<file path="config.mk">
export PLATFORM = sky130hd
export DESIGN_NAME = spsc_datapath
export DESIGN_NICKNAME = d
export VERILOG_FILES = /design/src/rtl/core/spsc_pkg.sv /design/src/rtl/core/spsc_datapath.sv
export SDC_FILE = /design/constraint.sdc
export NUM_CORES = 2
export LEC_CHECK = 0
export CORE_UTILIZATION = 25
export CTS_CLUSTER_DIAMETER = 100
export DETAILED_ROUTE_END_ITERATION = 10
export DONT_BUFFER_PORTS = 1
export SYNTH_ARGS = -nofsm -noshare
export SYNTH_HDL_FRONTEND = slang
export SYNTH_SLANG_ARGS = --single-unit
</file>
<file path="constraint.sdc">
create_clock -name clk -period 38.3 [get_ports clk]
set_clock_uncertainty 0.05 [all_clocks]
set_input_delay 3.83 -clock clk [delete_from_list [all_inputs] [get_ports clk]]
set_output_delay 3.83 -clock clk [all_outputs]
set_load 0.005 [all_outputs]
</file>
<file path="src/rtl/core/spsc_pkg.sv">
`timescale 1ns / 1ps
`default_nettype none
package spsc_pkg;
  localparam int ENTRY_LENGTH_DEF = 13;
  localparam logic [15:0] TIMEOUT_RESET = 16'd1500;
  localparam logic [7:0] NEWLINE = 8'h0a;
  localparam int NUM_REGS = 5;
  localparam logic [2:0] REG_TIMEOUT = 3'd0;
  localparam logic [2:0] REG_DIGEST0 = 3'd1;
  localparam logic [2:0] REG_DIGEST1 = 3'd2;
  localparam logic [2:0] REG_DIGEST2 = 3'd3;
  localparam logic [2:0] REG_DIGEST3 = 3'd4;

  typedef struct packed {
    logic load;   // copy entry into the message schedule and init state
    logic round;  // run one compression round
    logic finish; // add the initial value into the state
  } hash_cmd_t;

  typedef struct packed {
    logic last_round;
  } hash_sts_t;

  localparam logic [31:0] IV [8] = '{
    32'h6a09e667, 32'hbb67ae85, 32'h3c6ef372, 32'ha54ff53a,
    32'h510e527f, 32'h9b05688c, 32'h1f83d9ab, 32'h5be0cd19};

  localparam logic [31:0] RK [64] = '{
    32'h428a2f98, 32'h71374491, 32'hb5c0fbcf, 32'he9b5dba5, 32'h3956c25b, 32'h59f111f1,
    32'h923f82a4, 32'hab1c5ed5, 32'hd807aa98, 32'h12835b01, 32'h243185be, 32'h550c7dc3,
    32'h72be5d74, 32'h80deb1fe, 32'h9bdc06a7, 32'hc19bf174, 32'he49b69c1, 32'hefbe4786,
    32'h0fc19dc6, 32'h240ca1cc, 32'h2de92c6f, 32'h4a7484aa, 32'h5cb0a9dc, 32'h76f988da,
    32'h983e5152, 32'ha831c66d, 32'hb00327c8, 32'hbf597fc7, 32'hc6e00bf3, 32'hd5a79147,
    32'h06ca6351, 32'h14292967, 32'h27b70a85, 32'h2e1b2138, 32'h4d2c6dfc, 32'h53380d13,
    32'h650a7354, 32'h766a0abb, 32'h81c2c92e, 32'h92722c85, 32'ha2bfe8a1, 32'ha81a664b,
    32'hc24b8b70, 32'hc76c51a3, 32'hd192e819, 32'hd6990624, 32'hf40e3585, 32'h106aa070,
    32'h19a4c116, 32'h1e376c08, 32'h2748774c, 32'h34b0bcb5, 32'h391c0cb3, 32'h4ed8aa4a,
    32'h5b9cca4f, 32'h682e6ff3, 32'h748f82ee, 32'h78a5636f, 32'h84c87814, 32'h8cc70208,
    32'h90befffa, 32'ha4506ceb, 32'hbef9a3f7, 32'hc67178f2};
endpackage
`default_nettype wire

</file>
<file path="src/rtl/core/spsc_datapath.sv">
`timescale 1ns / 1ps
`default_nettype none
module spsc_datapath #(
  parameter int ENTRY_LENGTH = spsc_pkg::ENTRY_LENGTH_DEF
) (
  input  wire logic                      clk,
  input  wire logic [ENTRY_LENGTH*8-1:0] entry,
  input  wire spsc_pkg::hash_cmd_t       cmd,
  output spsc_pkg::hash_sts_t            sts,
  output logic [255:0]                   digest
);
  localparam logic [63:0] BITLEN = 64'(ENTRY_LENGTH * 8);

  logic [31:0] w [16];
  logic [31:0] s [8];
  logic [5:0]  rnd;
  logic [511:0] blk;
  logic [31:0] s0, s1, wn, t1, t2, e, a;

  always_comb begin
    blk = '0;
    blk[511 -: ENTRY_LENGTH*8] = entry;
    blk[511 - ENTRY_LENGTH*8 -: 8] = 8'h80;
    blk[63:0] = BITLEN;
  end

  assign s0 = {w[1][6:0], w[1][31:7]} ^ {w[1][17:0], w[1][31:18]} ^ (w[1] >> 3);
  assign s1 = {w[14][16:0], w[14][31:17]} ^ {w[14][18:0], w[14][31:19]} ^ (w[14] >> 10);
  assign wn = w[0] + s0 + w[9] + s1;
  assign e = s[4];
  assign a = s[0];
  assign t1 = s[7] + ({e[5:0], e[31:6]} ^ {e[10:0], e[31:11]} ^ {e[24:0], e[31:25]})
            + ((e & s[5]) ^ (~e & s[6])) + spsc_pkg::RK[rnd] + w[0];
  assign t2 = ({a[1:0], a[31:2]} ^ {a[12:0], a[31:13]} ^ {a[21:0], a[31:22]})
            + ((a & s[1]) ^ (a & s[2]) ^ (s[1] & s[2]));

  assign sts.last_round = (rnd == 6'd63);

  always_ff @(posedge clk) begin
    if (cmd.load) begin
      for (int i = 0; i < 16; i++) w[i] <= blk[511 - 32*i -: 32];
      for (int i = 0; i < 8; i++) s[i] <= spsc_pkg::IV[i];
      rnd <= '0;
    end else if (cmd.round) begin
      for (int i = 0; i < 15; i++) w[i] <= w[i+1];
      w[15] <= wn;
      s[7] <= s[6]; s[6] <= s[5]; s[5] <= s[4]; s[4] <= s[3] + t1;
      s[3] <= s[2]; s[2] <= s[1]; s[1] <= s[0]; s[0] <= t1 + t2;
      rnd <= rnd + 6'd1;
    end else if (cmd.finish) begin
      for (int i = 0; i < 8; i++) s[i] <= s[i] + spsc_pkg::IV[i];
    end
  end

  always_comb begin
    for (int i = 0; i < 8; i++) digest[255 - 32*i -: 32] = s[i];
  end
endmodule
`default_nettype wire

</file>
==> results.md <==
Run status:
- The flow ran to the end, but the final reports show violations.
- The final reports fail on design-rule violations.

Synth:
- The number of warnings reported in the yosys synthesis log is 0.
- In this run, distinct cell masters in the synthesized netlist total 96.
- After synthesis, the share of flip-flops with an asynchronous set or reset is 0%.
- The average instance in the mapped netlist occupies 10.39 sq um.
- Synthesis produced ~4900 cells.
- The count of flip-flops with a built-in enable after synthesis is roughly 770.
- In this run the cell area of the synthesized design comes to 50430 sq um.
- The prevailing post-synth register cell is sky130_fd_sc_hd__edfxtp_1.
- The number of synthesized register bits is between 700 and 800.
- Counting every net in the synthesized netlist gives 5300.
- The proportion of synthesized chip area in sequential cells is 45.96%.

CTS:
- In this run the clock root is driven by a sky130_fd_sc_hd__clkbuf_16.
- The largest buffer count on any clock path is 3.
- The H-tree was split into 3 levels.
- The tree built by TritonCTS fans out to a little under 800 sinks.
- The number of clock buffers added by TritonCTS is about 90.
- Gates resized during post-CTS repair numbered 0.
- Clock latency on the worst-skew pair, taken at its later pin, is roughly 0.74 ns.
- Buffers inserted to repair hold after CTS numbered 0.
- The register clock-pin slew on the reported worst setup and hold paths is ~0.06 ns.
- TritonCTS built the clock tree.
- In this run the post-CTS setup repair buffer count came out at 0.

Final layout:
- The core occupancy in the finished layout is 28.07%.
- Of the cells placed in the final design, the portion with a size suffix greater than 1 is under 10%.
- Excluding fillers, the count of instances in the completed layout stands at between 7000 and 8000.
- Compared with the post-synthesis result, the final layout area differs by 11.34%.
- The most frequent standard cell in the layout excluding fill and tap cells is sky130_fd_sc_hd__edfxtp_1.
- The number of diodes is 0.
- The number of nets in the finished design is 5176.
- In the layout the commonest cells are sky130_fd_sc_hd__edfxtp_1 (768), sky130_fd_sc_hd__nand2_1 (585), sky130_fd_sc_hd__xnor2_1 (394).

Setup path:
- STA classifies the critical path startpoint as a flop.
- On the worst path, the slowest cell contributes a delay of ~0.80 ns.
- The biggest fanout along the worst timing path is 14.
- STA puts the critical path data arrival time at 10.11 ns.
- The type of element capturing the critical path is a flop.
- The slowest stage of the critical path is the sky130_fd_sc_hd__ha_1 cell.
- The required time at the worst-slack endpoint is between 30 and 40 ns.
- The type of the worst setup path is reg2reg.

Routing:
- Across all layers, the routed design uses about 36000 vias.
- The first-pass iteration count of the detailed router is 8.
- The remaining antenna violation count after routing is 0.
- After detailed routing, the number of remaining DRC violations is 16.
- The average via count per standard cell is between 4 and 5.
- The total wire length is approximately 190000 microns.
- The violation count after the first detailed-routing iteration is 3793.
- In the final routed layout, each cell accounts on average for 24.98 microns.

Global routing:
- The first global-routing pass estimated roughly 260000 microns of wire.
- The via count of the first global-routing pass came to between 30000 and 40000.
- The initial antenna violation count is 1.
- The maximum number of pins on one net before global-route repair is approximately 250.
- The global-route usage over all layers is 17.85%.
- Global routing finished with a remaining overflow of 0.

STA:
- The final hold slack is 0.4446 ns.
- The accumulated negative setup slack is 0 ns.
- The worst-margin pin slew is between 1 and 1.5 ns.
- The shortest clock period the worst path allows after layout is between 9 and 10 ns.
- The fmax is just over 100 MHz.
- Setup violations remaining at the end of the flow were counted as 0.
- The worst pin sits at a relative slew slack of between 20% and 30%.
- The final count of hold timing violations was 0.
- The share of the clock period used by the worst path after layout is approximately 25%.
- Setup repair after global routing left no endpoint under its margin.
- The total count of max-transition violations in the final report was 0.

Placed design:
- Routability-driven placement finished with a final weighted congestion of just under 1.
- The number of I/O port buffers is 0.
- Summed over all nets, the half-perimeter wirelength after detailed placement is approximately 140000 microns.
- Once placement completed, the tool counted placed cells totaling 7293.

Die:
- The core area is ~200000 sq um.
- The count of pins on the block boundary is roughly 370.
- The die covers about 200000 sq um.
- For this configuration, the core starts out at a cell density of 25.21%.
- The number of rows created at floorplan is ~160.
- The vertical extent of the die is approximately 450 microns.
- The floorplan die width is approximately 450 microns.

Job:
- The max-cap check violation count is 0.

Worst hold path:
- The path class of the tightest hold or removal check is reg2reg.
==> synth_stat cells (176+ instances only) <==
| cell | instances | area share (%) |
|---|---|---|
| sky130_fd_sc_hd__nor2_1 | 312 | 2.3 |
| sky130_fd_sc_hd__edfxtp_1 | 768 | 46 |
| sky130_fd_sc_hd__inv_1 | 287 | 2.1 |
| sky130_fd_sc_hd__nor2b_1 | 190 | 2.4 |
| sky130_fd_sc_hd__o21ai_0 | 188 | 1.9 |
| sky130_fd_sc_hd__fa_1 | 187 | 7.4 |
| sky130_fd_sc_hd__clkbuf_1 | 245 | 1.8 |
| sky130_fd_sc_hd__nand2_1 | 586 | 4.4 |
| sky130_fd_sc_hd__xnor2_1 | 394 | 6.8 |
| sky130_fd_sc_hd__xor2_1 | 176 | 3.1 |
| sky130_fd_sc_hd__a21oi_1 | 285 | 2.8 |
| sky130_fd_sc_hd__and2_1 | 224 | 2.8 |
==> per-layer routing <==
layer  part of all wire, %  vias to the layer above  track usage (%)  wire length, microns
met5                 0.011                        -                0                    20
met4                   6.4                        2            10.33                 11840
met3                   6.2                      342            2.854                 11630
met2                    48                     1401            29.92                 89570
met1                    39                    18140            21.60                 73130
li1                      -                    16550                -                     -
==> layout make-up <==
type / instances / area [sq um]
clock inverter: 54 / 630.6
tap: 2656 / 3323
multi-input combinational: 3513 / 25150
clock buffer: 107 / 2295
inverter: 292 / 1104
sequential: 774 / 23190
timing repair buffer: 58 / 460.4
fill: 20830 / 143900
==> path summary, 6_finish.rpt <==
path | cells past startpoint | to | slack (ns) | start
worst max-delay path | 35 | s[0][30]$_SDFFCE_PP1P_ | 28.54 | rnd[0]$_SDFFE_PP0P_
worst min-delay path | 1 | w[0][305]$_SDFFCE_PN0N_ | 0.44 | w[0][337]$_SDFFCE_PP0N_
worst max register to register | 35 | s[0][30]$_SDFFCE_PP1P_ | 28.54 | rnd[0]$_SDFFE_PP0P_
worst min register to register | 1 | w[0][305]$_SDFFCE_PN0N_ | 0.44 | w[0][337]$_SDFFCE_PP0N_
==> registers in the layout, summed over array words and instances, names as in the netlist <==
name  flops
s       256
w       512
rnd       6
==> cell families (layout without fill, tap and decap cells) <==
kind of cell               after synthesis  in the layout  synth area share [%]
AOI/OAI and AO/OA                      987            987                 12.58
xor gates and xnor gates               571            571                 9.946
adders and majority gates              342            342                 11.26
buffers and inverters                  565            511                 4.235
DFF                                    774            774                 45.96
muxes                                   56             56                 1.293
and+or+nand+nor                       1557           1557                 14.72
==> critical path: cells and delay by family (launching register included) <==
kind                       cells  cell delay, ns
AOI/OAI and AO/OA             18            4.15
adders and majority gates      7            3.35
buffers and inverters          5            0.62
xor gates and xnor gates       2            0.58
DFF                            1            0.33
and+or+nand+nor                3            0.30
==> through the flow <==
step	setup WS (ns)	area (sq um)
3_3_place_gp	28.77	53230
4_1_cts	28.63	56160
5_1_grt	28.03	56160
3_5_place_dp	28.68	53230
6_report	28.54	56160
2_1_floorplan	18.05	50430
Power is left out: the tool's default activity adds up to more than one toggle a clock period on the data nets, which glitch-free logic cannot reach.
